<file path="src/sv/nshf_pkg.sv">
// Shared constants, types and the controller state encoding for the
// sentence header filter. Used by every module of the block but the generic RAM; no dependencies.
`default_nettype none
package nshf_pkg;

  localparam int BUFFER_DEPTH = 64;
  localparam int ADDR_W       = $clog2(BUFFER_DEPTH);
  localparam int FILL_W       = $clog2(BUFFER_DEPTH + 1);
  localparam int HEADER_LEN   = 6;
  localparam int HEADER_W     = 8 * HEADER_LEN;
  localparam int SHADOW_LEN   = HEADER_LEN - 1;
  localparam int SHADOW_IDX_W = $clog2(SHADOW_LEN);

  localparam logic [7:0]          START_CHAR   = 8'h24;
  localparam logic [HEADER_W-1:0] HEADER_RESET = 48'h244750474741;

  typedef enum logic [1:0] {
    ST_IDLE,
    ST_FLUSH,
    ST_FIN
  } state_t;

  // Write into the header shadow copy of the first capture bytes.
  typedef struct packed {
    logic                    we;
    logic [SHADOW_IDX_W-1:0] idx;
    logic [7:0]              data;
  } hdr_wr_t;

endpackage
`default_nettype wire

</file>
<file path="src/sv/nshf_ram.sv">
// Generic simple dual-port RAM: one write port, one read port with a
// registered read that holds its data while the read enable is low.
`default_nettype none
module nshf_ram #(
  parameter int WIDTH = 8,
  parameter int DEPTH = 64
) (
  input  wire logic                     clk,
  input  wire logic                     we,
  input  wire logic [$clog2(DEPTH)-1:0] waddr,
  input  wire logic [WIDTH-1:0]         wdata,
  input  wire logic                     re,
  input  wire logic [$clog2(DEPTH)-1:0] raddr,
  output logic      [WIDTH-1:0]         rdata
);

  logic [WIDTH-1:0] mem [DEPTH];

  always_ff @(posedge clk) begin
    if (we) begin
      mem[waddr] <= wdata;
    end
    if (re) begin
      rdata <= mem[raddr];
    end
  end

endmodule
`default_nettype wire

</file>
<file path="src/sv/nshf_hdr_check.sv">
// Header check: keeps a copy of the first capture bytes and compares them,
// with the incoming sixth byte, against the configured header.
// Depends on nshf_pkg.
`default_nettype none
module nshf_hdr_check (
  input  wire logic                             clk,
  input  wire nshf_pkg::hdr_wr_t                wr,
  input  wire logic [7:0]                       cmp_byte,
  input  wire logic [nshf_pkg::HEADER_W-1:0]    header,
  output logic                                  match
);

  logic [7:0] shadow [nshf_pkg::SHADOW_LEN];

  always_ff @(posedge clk) begin
    if (wr.we && (wr.idx < nshf_pkg::SHADOW_IDX_W'(nshf_pkg::SHADOW_LEN))) begin
      shadow[wr.idx] <= wr.data;
    end
  end

  assign match = ({shadow[0], shadow[1], shadow[2], shadow[3], shadow[4], cmp_byte}
                  == header);

endmodule
`default_nettype wire

</file>
<file path="src/sv/nmea_sentence_header_filter_unit.sv">
// Sentence header filter top level: capture controller, line store RAM and
// header check. Depends on nshf_pkg, nshf_ram and nshf_hdr_check.
//
// Usage: received bytes enter on in_valid/in_ready/rx_byte, one transfer
// each. A '$' opens a capture; later bytes are appended to the line store.
// At six bytes the capture is compared with the header register (cfg_we and
// cfg_wdata, reset value "$GPGGA") and dropped on a mismatch; a capture
// that reaches BUFFER_DEPTH bytes is dropped too.
// A non-start byte is taken while the controller is idle. A '$' with an
// open capture starts a flush: the stored bytes come out on
// out_valid/out_ready as out_byte, the last with last_of_run set. After the
// '$' transfer the controller enters FLUSH and issues results one per
// cycle while out_ready is high; the line store read port sets this rate.
// in_ready stays low through the FLUSH and FIN states, which last longer
// while the receiver stalls; a flush holds up to 63 bytes. A stalled
// receiver holds the result in the RAM read register and pauses the reads.
// The last result may still wait while new input bytes are taken.
// Reset (rst, synchronous) closes any capture and restores the header.
`default_nettype none
module nmea_sentence_header_filter_unit (
  input  wire logic                          clk,
  input  wire logic                          rst,
  input  wire logic                          in_valid,
  output logic                               in_ready,
  input  wire logic [7:0]                    rx_byte,
  output logic                               out_valid,
  input  wire logic                          out_ready,
  output logic      [7:0]                    out_byte,
  output logic                               last_of_run,
  input  wire logic                          cfg_we,
  input  wire logic [nshf_pkg::HEADER_W-1:0] cfg_wdata
);

  localparam int AW = nshf_pkg::ADDR_W;
  localparam int FW = nshf_pkg::FILL_W;

  nshf_pkg::state_t state, state_next;

  logic [nshf_pkg::HEADER_W-1:0] header;
  logic [FW-1:0]                 fill, fill_next;
  logic [AW-1:0]                 rd_idx;
  logic [AW-1:0]                 last_idx;

  logic          accept_in;
  logic          is_start;
  logic          issue;
  logic          match;
  logic [FW-1:0] fill_inc;

  logic          ram_we;
  logic [AW-1:0] ram_waddr;
  logic [7:0]    ram_wdata;

  nshf_pkg::hdr_wr_t hdr_wr;

  assign accept_in = in_valid && in_ready;
  assign is_start  = (rx_byte == nshf_pkg::START_CHAR);
  assign issue     = (state == nshf_pkg::ST_FLUSH) && (!out_valid || out_ready);
  assign fill_inc  = fill + FW'(1);

  // Next state
  always_comb begin
    state_next = state;
    unique case (state)
      nshf_pkg::ST_IDLE: begin
        if (accept_in && is_start && (fill != '0)) begin
          state_next = nshf_pkg::ST_FLUSH;
        end
      end
      nshf_pkg::ST_FLUSH: begin
        if (issue && (rd_idx == last_idx)) begin
          state_next = nshf_pkg::ST_FIN;
        end
      end
      nshf_pkg::ST_FIN: begin
        state_next = nshf_pkg::ST_IDLE;
      end
      default: state_next = nshf_pkg::ST_IDLE;
    endcase
  end

  // Outputs of the controller: input handshake, store and shadow writes
  always_comb begin
    in_ready    = 1'b0;
    ram_we      = 1'b0;
    ram_waddr   = '0;
    ram_wdata   = nshf_pkg::START_CHAR;
    hdr_wr.we   = 1'b0;
    hdr_wr.idx  = '0;
    hdr_wr.data = nshf_pkg::START_CHAR;
    unique case (state)
      nshf_pkg::ST_IDLE: begin
        in_ready = 1'b1;
        if (accept_in) begin
          if (is_start) begin
            if (fill == '0) begin
              ram_we    = 1'b1;
              hdr_wr.we = 1'b1;
            end
          end else if (fill != '0) begin
            ram_we      = 1'b1;
            ram_waddr   = fill[AW-1:0];
            ram_wdata   = rx_byte;
            hdr_wr.we   = (fill < FW'(nshf_pkg::SHADOW_LEN));
            hdr_wr.idx  = fill[nshf_pkg::SHADOW_IDX_W-1:0];
            hdr_wr.data = rx_byte;
          end
        end
      end
      nshf_pkg::ST_FLUSH: begin
        in_ready = 1'b0;
      end
      nshf_pkg::ST_FIN: begin
        // store the start byte only after entry 0 has been read out
        ram_we    = 1'b1;
        hdr_wr.we = 1'b1;
      end
      default: in_ready = 1'b0;
    endcase
  end

  always_comb begin
    fill_next = fill;
    if (state == nshf_pkg::ST_FIN) begin
      fill_next = FW'(1);
    end else if (accept_in) begin
      if (is_start) begin
        if (fill == '0) begin
          fill_next = FW'(1);
        end
      end else if (fill != '0) begin
        // drop on a full buffer or a header mismatch
        priority if (fill_inc == FW'(nshf_pkg::BUFFER_DEPTH)) begin
          fill_next = '0;
        end else if ((fill_inc == FW'(nshf_pkg::HEADER_LEN)) && !match) begin
          fill_next = '0;
        end else begin
          fill_next = fill_inc;
        end
      end
    end
  end

  always_ff @(posedge clk) begin
    if (rst) begin
      state     <= nshf_pkg::ST_IDLE;
      fill      <= '0;
      header    <= nshf_pkg::HEADER_RESET;
      out_valid <= 1'b0;
    end else begin
      state <= state_next;
      fill  <= fill_next;
      if (cfg_we) begin
        header <= cfg_wdata;
      end
      if (issue) begin
        out_valid <= 1'b1;
      end else if (out_ready) begin
        out_valid <= 1'b0;
      end
    end
  end

  always_ff @(posedge clk) begin
    if ((state == nshf_pkg::ST_IDLE) && (state_next == nshf_pkg::ST_FLUSH)) begin
      rd_idx   <= '0;
      last_idx <= AW'(fill - FW'(1));
    end else if (issue) begin
      rd_idx <= rd_idx + AW'(1);
    end
    if (issue) begin
      last_of_run <= (rd_idx == last_idx);
    end
  end

  nshf_ram #(
    .WIDTH (8),
    .DEPTH (nshf_pkg::BUFFER_DEPTH)
  ) u_line_store (
    .clk   (clk),
    .we    (ram_we),
    .waddr (ram_waddr),
    .wdata (ram_wdata),
    .re    (issue),
    .raddr (rd_idx),
    .rdata (out_byte)
  );

  nshf_hdr_check u_hdr_check (
    .clk      (clk),
    .wr       (hdr_wr),
    .cmp_byte (rx_byte),
    .header   (header),
    .match    (match)
  );

endmodule
`default_nettype wire

</file>
<file path="config.mk">
export PLATFORM = sky130hd
export DESIGN_NAME = nmea_sentence_header_filter_unit
export DESIGN_NICKNAME = d
export VERILOG_FILES = /design/src/sv/nshf_pkg.sv /design/src/sv/nshf_ram.sv /design/src/sv/nshf_hdr_check.sv /design/src/sv/nmea_sentence_header_filter_unit.sv
export SDC_FILE = /design/constraint.sdc
export NUM_CORES = 1
export LEC_CHECK = 0
export ABC_CLOCK_PERIOD_IN_PS = 4050
export BUFFER_PORTS_ARGS = -buffer_cell sky130_fd_sc_hd__buf_2
export CORE_ASPECT_RATIO = 0.5
export CORE_MARGIN = 1.5
export CORE_UTILIZATION = 32
export CTS_BUF_LIST = sky130_fd_sc_hd__clkbuf_8 sky130_fd_sc_hd__clkbuf_16
export DETAILED_ROUTE_END_ITERATION = 16
export GPL_ROUTABILITY_DRIVEN = 0
export PLACE_DENSITY = 0.55
export SETUP_SLACK_MARGIN = 0.05
export SLEW_MARGIN = 40
export SYNTH_ARGS = -nofsm -noshare
export SYNTH_HDL_FRONTEND = slang
export SYNTH_SLANG_ARGS = --single-unit
</file>
<file path="constraint.sdc">
create_clock -name clk -period 4.05 [get_ports clk]
set_clock_uncertainty 0.1 [all_clocks]
set_input_delay 0.405 -clock clk [delete_from_list [all_inputs] [get_ports clk]]
set_output_delay 0.405 -clock clk [all_outputs]
set_load 0.1 [all_outputs]
</file>
==> impl_results.md <==
- Crit path required time: 4.20 ns
- PD cells: 434 nW/um^2
- Vias per Instance: 4.90
- CTS tree: yes
- Crit path buffers/inverters: 1
- Ys Warns: 0
- Final setup violation count: 0
- Max FO, Critical Path: 12
- Status: complete, no violations
- Synth Net Count: 1343
- Leak pwr: 9.38 nW
- Crit start category: register
- Critical Path Max Stage Delay: 0.67 ns
- First-pass GRT wire length: 88700 microns
- DP Cell Count: 2421
- Total GRT Usage: 15.5%
- Largest cells by area after synthesis: edfxtp_1 68%, mux4_2 14%, dfxtp_1 5.2%, xor2_1 2.0%, nor2_1 1.9%
- Minimum clock period: 3.75 ns
- Clk pwr share: 43.4%
- Tcrit/Tclk final: 92.6%
- H-tree depth: 2
- CTS resizes: 0
- CTS max path bufs: 3
- RSZ-0062 raised after global routing: false
- Share of the synthesized area in the top cell type: 68.5%
- Clk sinks: 631
- Share of the yosys chip area belonging to registers: 73.6%
- Initial Util: 32.2%
- Routed WL: 61400 microns
- # rows: 72
- Height of the die: 200 microns
- Final Power: 0.0129 W
- Placed Instance Area: 27200 sq um
- CP Data Arrival Time: 3.90 ns
- Setup TNS: 0 ns
- Critical path cell sequence: inv_2, ha_1, nand2b_1, nand2b_1, ha_1, nand4bb_1, nand2_1, nand2_1, nor2_1, nand3_1, nor2_1
- Clock root cell: clkbuf_16
- Crit. End Element: register
- Max-slew violations: 0
- Final Instance Area: 29600 sq um
- Vias in the first global route: 12680
- Antenna cells: 0
- Mean cell area of the mapped netlist: 19.5 sq um
- Yosys cell types: 50
- DIE AREA: 79500 sq um
- 1st-pass router iterations: 5
- Maximum VDD drop: 0.324 mV
- DRC viols: 0
- Initial detailed-routing violation count: 1237
- Main synth FF type: edfxtp_1
- # IOs: 72
- Fill cell count: 7098
- Clock latency on the worst-skew pair: 0.62 ns
- P_int: 0.0103 W
- Max-slew headroom: 44.2%
- ANT nets after route: 0
- Initial antenna violation count: 1
- Total CTS buffers: 58
- CTS clk-pin slew, worst paths: 0.06 ns
- Cell accounting for the most synthesized area: edfxtp_1
- Mapped Area: 24900 sq um
- Area grow syn2layout: 19.3%
- Core region area: 77100 sq um
- Slowest stage cell, crit path: nor2_1
- Sw Pwr: 0.00254 W
- Fmax: 267 MHz
- Post-synth EDFFs: 567
- Synth async-reset ratio: 0%
- Synth Register Bits: 631
- Hold Fails Final Rpt: 0
- Layout Utilization: 38.4%
- Vias post-DR: 12657
- Multi-input gate area: 6220 sq um
- Cell family with most CP delay: simple AND/OR/NAND/NOR gates
- Synth Instances: 1276
- Die width: 397 microns
- Combinational Power Share: 1.9%
- Ratio of cells with drive above 1 in the final layout: 28.5%
- DPL Wire Length: 39400 microns
- Non-Filler Instances: 2584
- Grt total ovfl: 0
- Largest net degree at the start of global routing: 70
- Net Sw Frac: 19.8%
- Setup CP Type: register to register
- Max-Cap Viols: 0
- Slew @ Worst Pin: 0.836 ns
- Hold crit path type: input pin to register
- Storage element area: 18300 sq um
- IO buf count: 71
- Seq pwr share: 54.8%
- Wire length per cell: 23.8 microns
- Nets@finish: 1566
## power by group through the flow
stage	logic [W]	clock network [W]	registers [W]
5_1_grt	0.000260	0.00593	0.00704
4_1_cts	0.000242	0.00570	0.00704
6_report	0.000239	0.00558	0.00704
3_3_place_gp	0.000198	0	0.00718
3_5_place_dp	0.000200	0	0.00718
2_1_floorplan	0.000121	0	0.00717
## cell usage after synthesis, types with 3 or more instances
| library cell | count |
|---|---|
| nor4_1 | 14 |
| xor2_1 | 57 |
| dfxtp_1 | 64 |
| ha_1 | 6 |
| a211oi_1 | 5 |
| a211o_1 | 18 |
| nor2_1 | 125 |
| a31oi_1 | 4 |
| nand3_1 | 9 |
| edfxtp_1 | 567 |
| buf_6 | 7 |
| nand4_1 | 7 |
| mux2i_1 | 31 |
| nor2b_1 | 24 |
| buf_1 | 11 |
| mux4_2 | 160 |
| and3_1 | 7 |
| a22oi_1 | 17 |
| nand2b_1 | 8 |
| inv_2 | 4 |
| xnor2_1 | 8 |
| nor3_1 | 10 |
| a21oi_1 | 6 |
| nand2_1 | 27 |
| buf_2 | 6 |
| clkbuf_1 | 42 |
| buf_4 | 3 |
## layout by cell type (no fill, tap or decap), drive strengths merged, types with 31 or more instances in the layout
master / instances
mux4: 160
nor2: 125
dfxtp: 64
edfxtp: 567
mux2i: 31
clkbuf: 62
xor2: 57
buf: 178
dlygate4sd3: 54
## final cells by class
class                           count  area share, %
Tap cell                         1036           4.37
Timing Repair Buffer              232           6.28
Inverter                            6         0.0760
Clock buffer                       62           5.20
Sequential cell                   631           61.8
Clock inverter                     47           1.32
Multi-Input combinational cell    570           21.0
## through the flow
stage | setup WS, ns | hold slack [ns]
floorplan | 0.720 | 0.381
global placement | 0.504 | 0.369
detailed placement | 0.351 | 0.380
CTS | 0.343 | 0.134
global route | 0.103 | 0.163
finish | 0.301 | 0.180
## routing by layer
layer	wire [microns]	global-route usage (%)
met1	28100	22.2
met2	28200	24.1
met5	0	0
met3	3590	2.67
met4	1520	4.66
## worst paths after layout
check	startpoint	endpoint	slack [ns]	cells after the start
max reg2reg	fill[1]	u_line_store.mem[59][3]	0.30	11
min reg2reg	out_valid	out_valid	0.38	2
min	rx_byte[4]	u_hdr_check.shadow[3][4]	0.18	2
max	fill[1]	u_line_store.mem[59][3]	0.30	11
## registers in the layout, summed over array words and instances, names as in the netlist
name / flops
u_line_store.mem: 512
header: 48
u_hdr_check.shadow: 40
u_line_store.rdata: 8
fill: 7
last_idx: 6
rd_idx: 6
state: 2
last_of_run: 1
out_valid: 1
## worst reg2reg max path: cells and delay by family, from the launching register on
kind / cells / cell delay, ns
buffers and inverters: 1 / 0.11
flip-flops: 1 / 0.56
adder cells (fa/ha/maj): 2 / 0.44
AND/OR/NAND/NOR: 8 / 2.19
## logic make-up after synthesis
| group | after synthesis | share of synthesized area, % |
|---|---|---|
| mux | 191 | 15.7 |
| buf+inv | 75 | 1.42 |
| compound gates | 62 | 1.90 |
| simple gates | 246 | 4.70 |
| xor+xnor | 65 | 2.29 |
| flops | 631 | 73.6 |
| fa+ha+maj | 6 | 0.302 |
## what timing repair did
item / 4_1_cts / 5_1_grt
hold buffers: 54 / 0
hold endpoints to repair: 50 / 0
setup buffers: 0 / 0
Power figures use the tool's default switching activity.
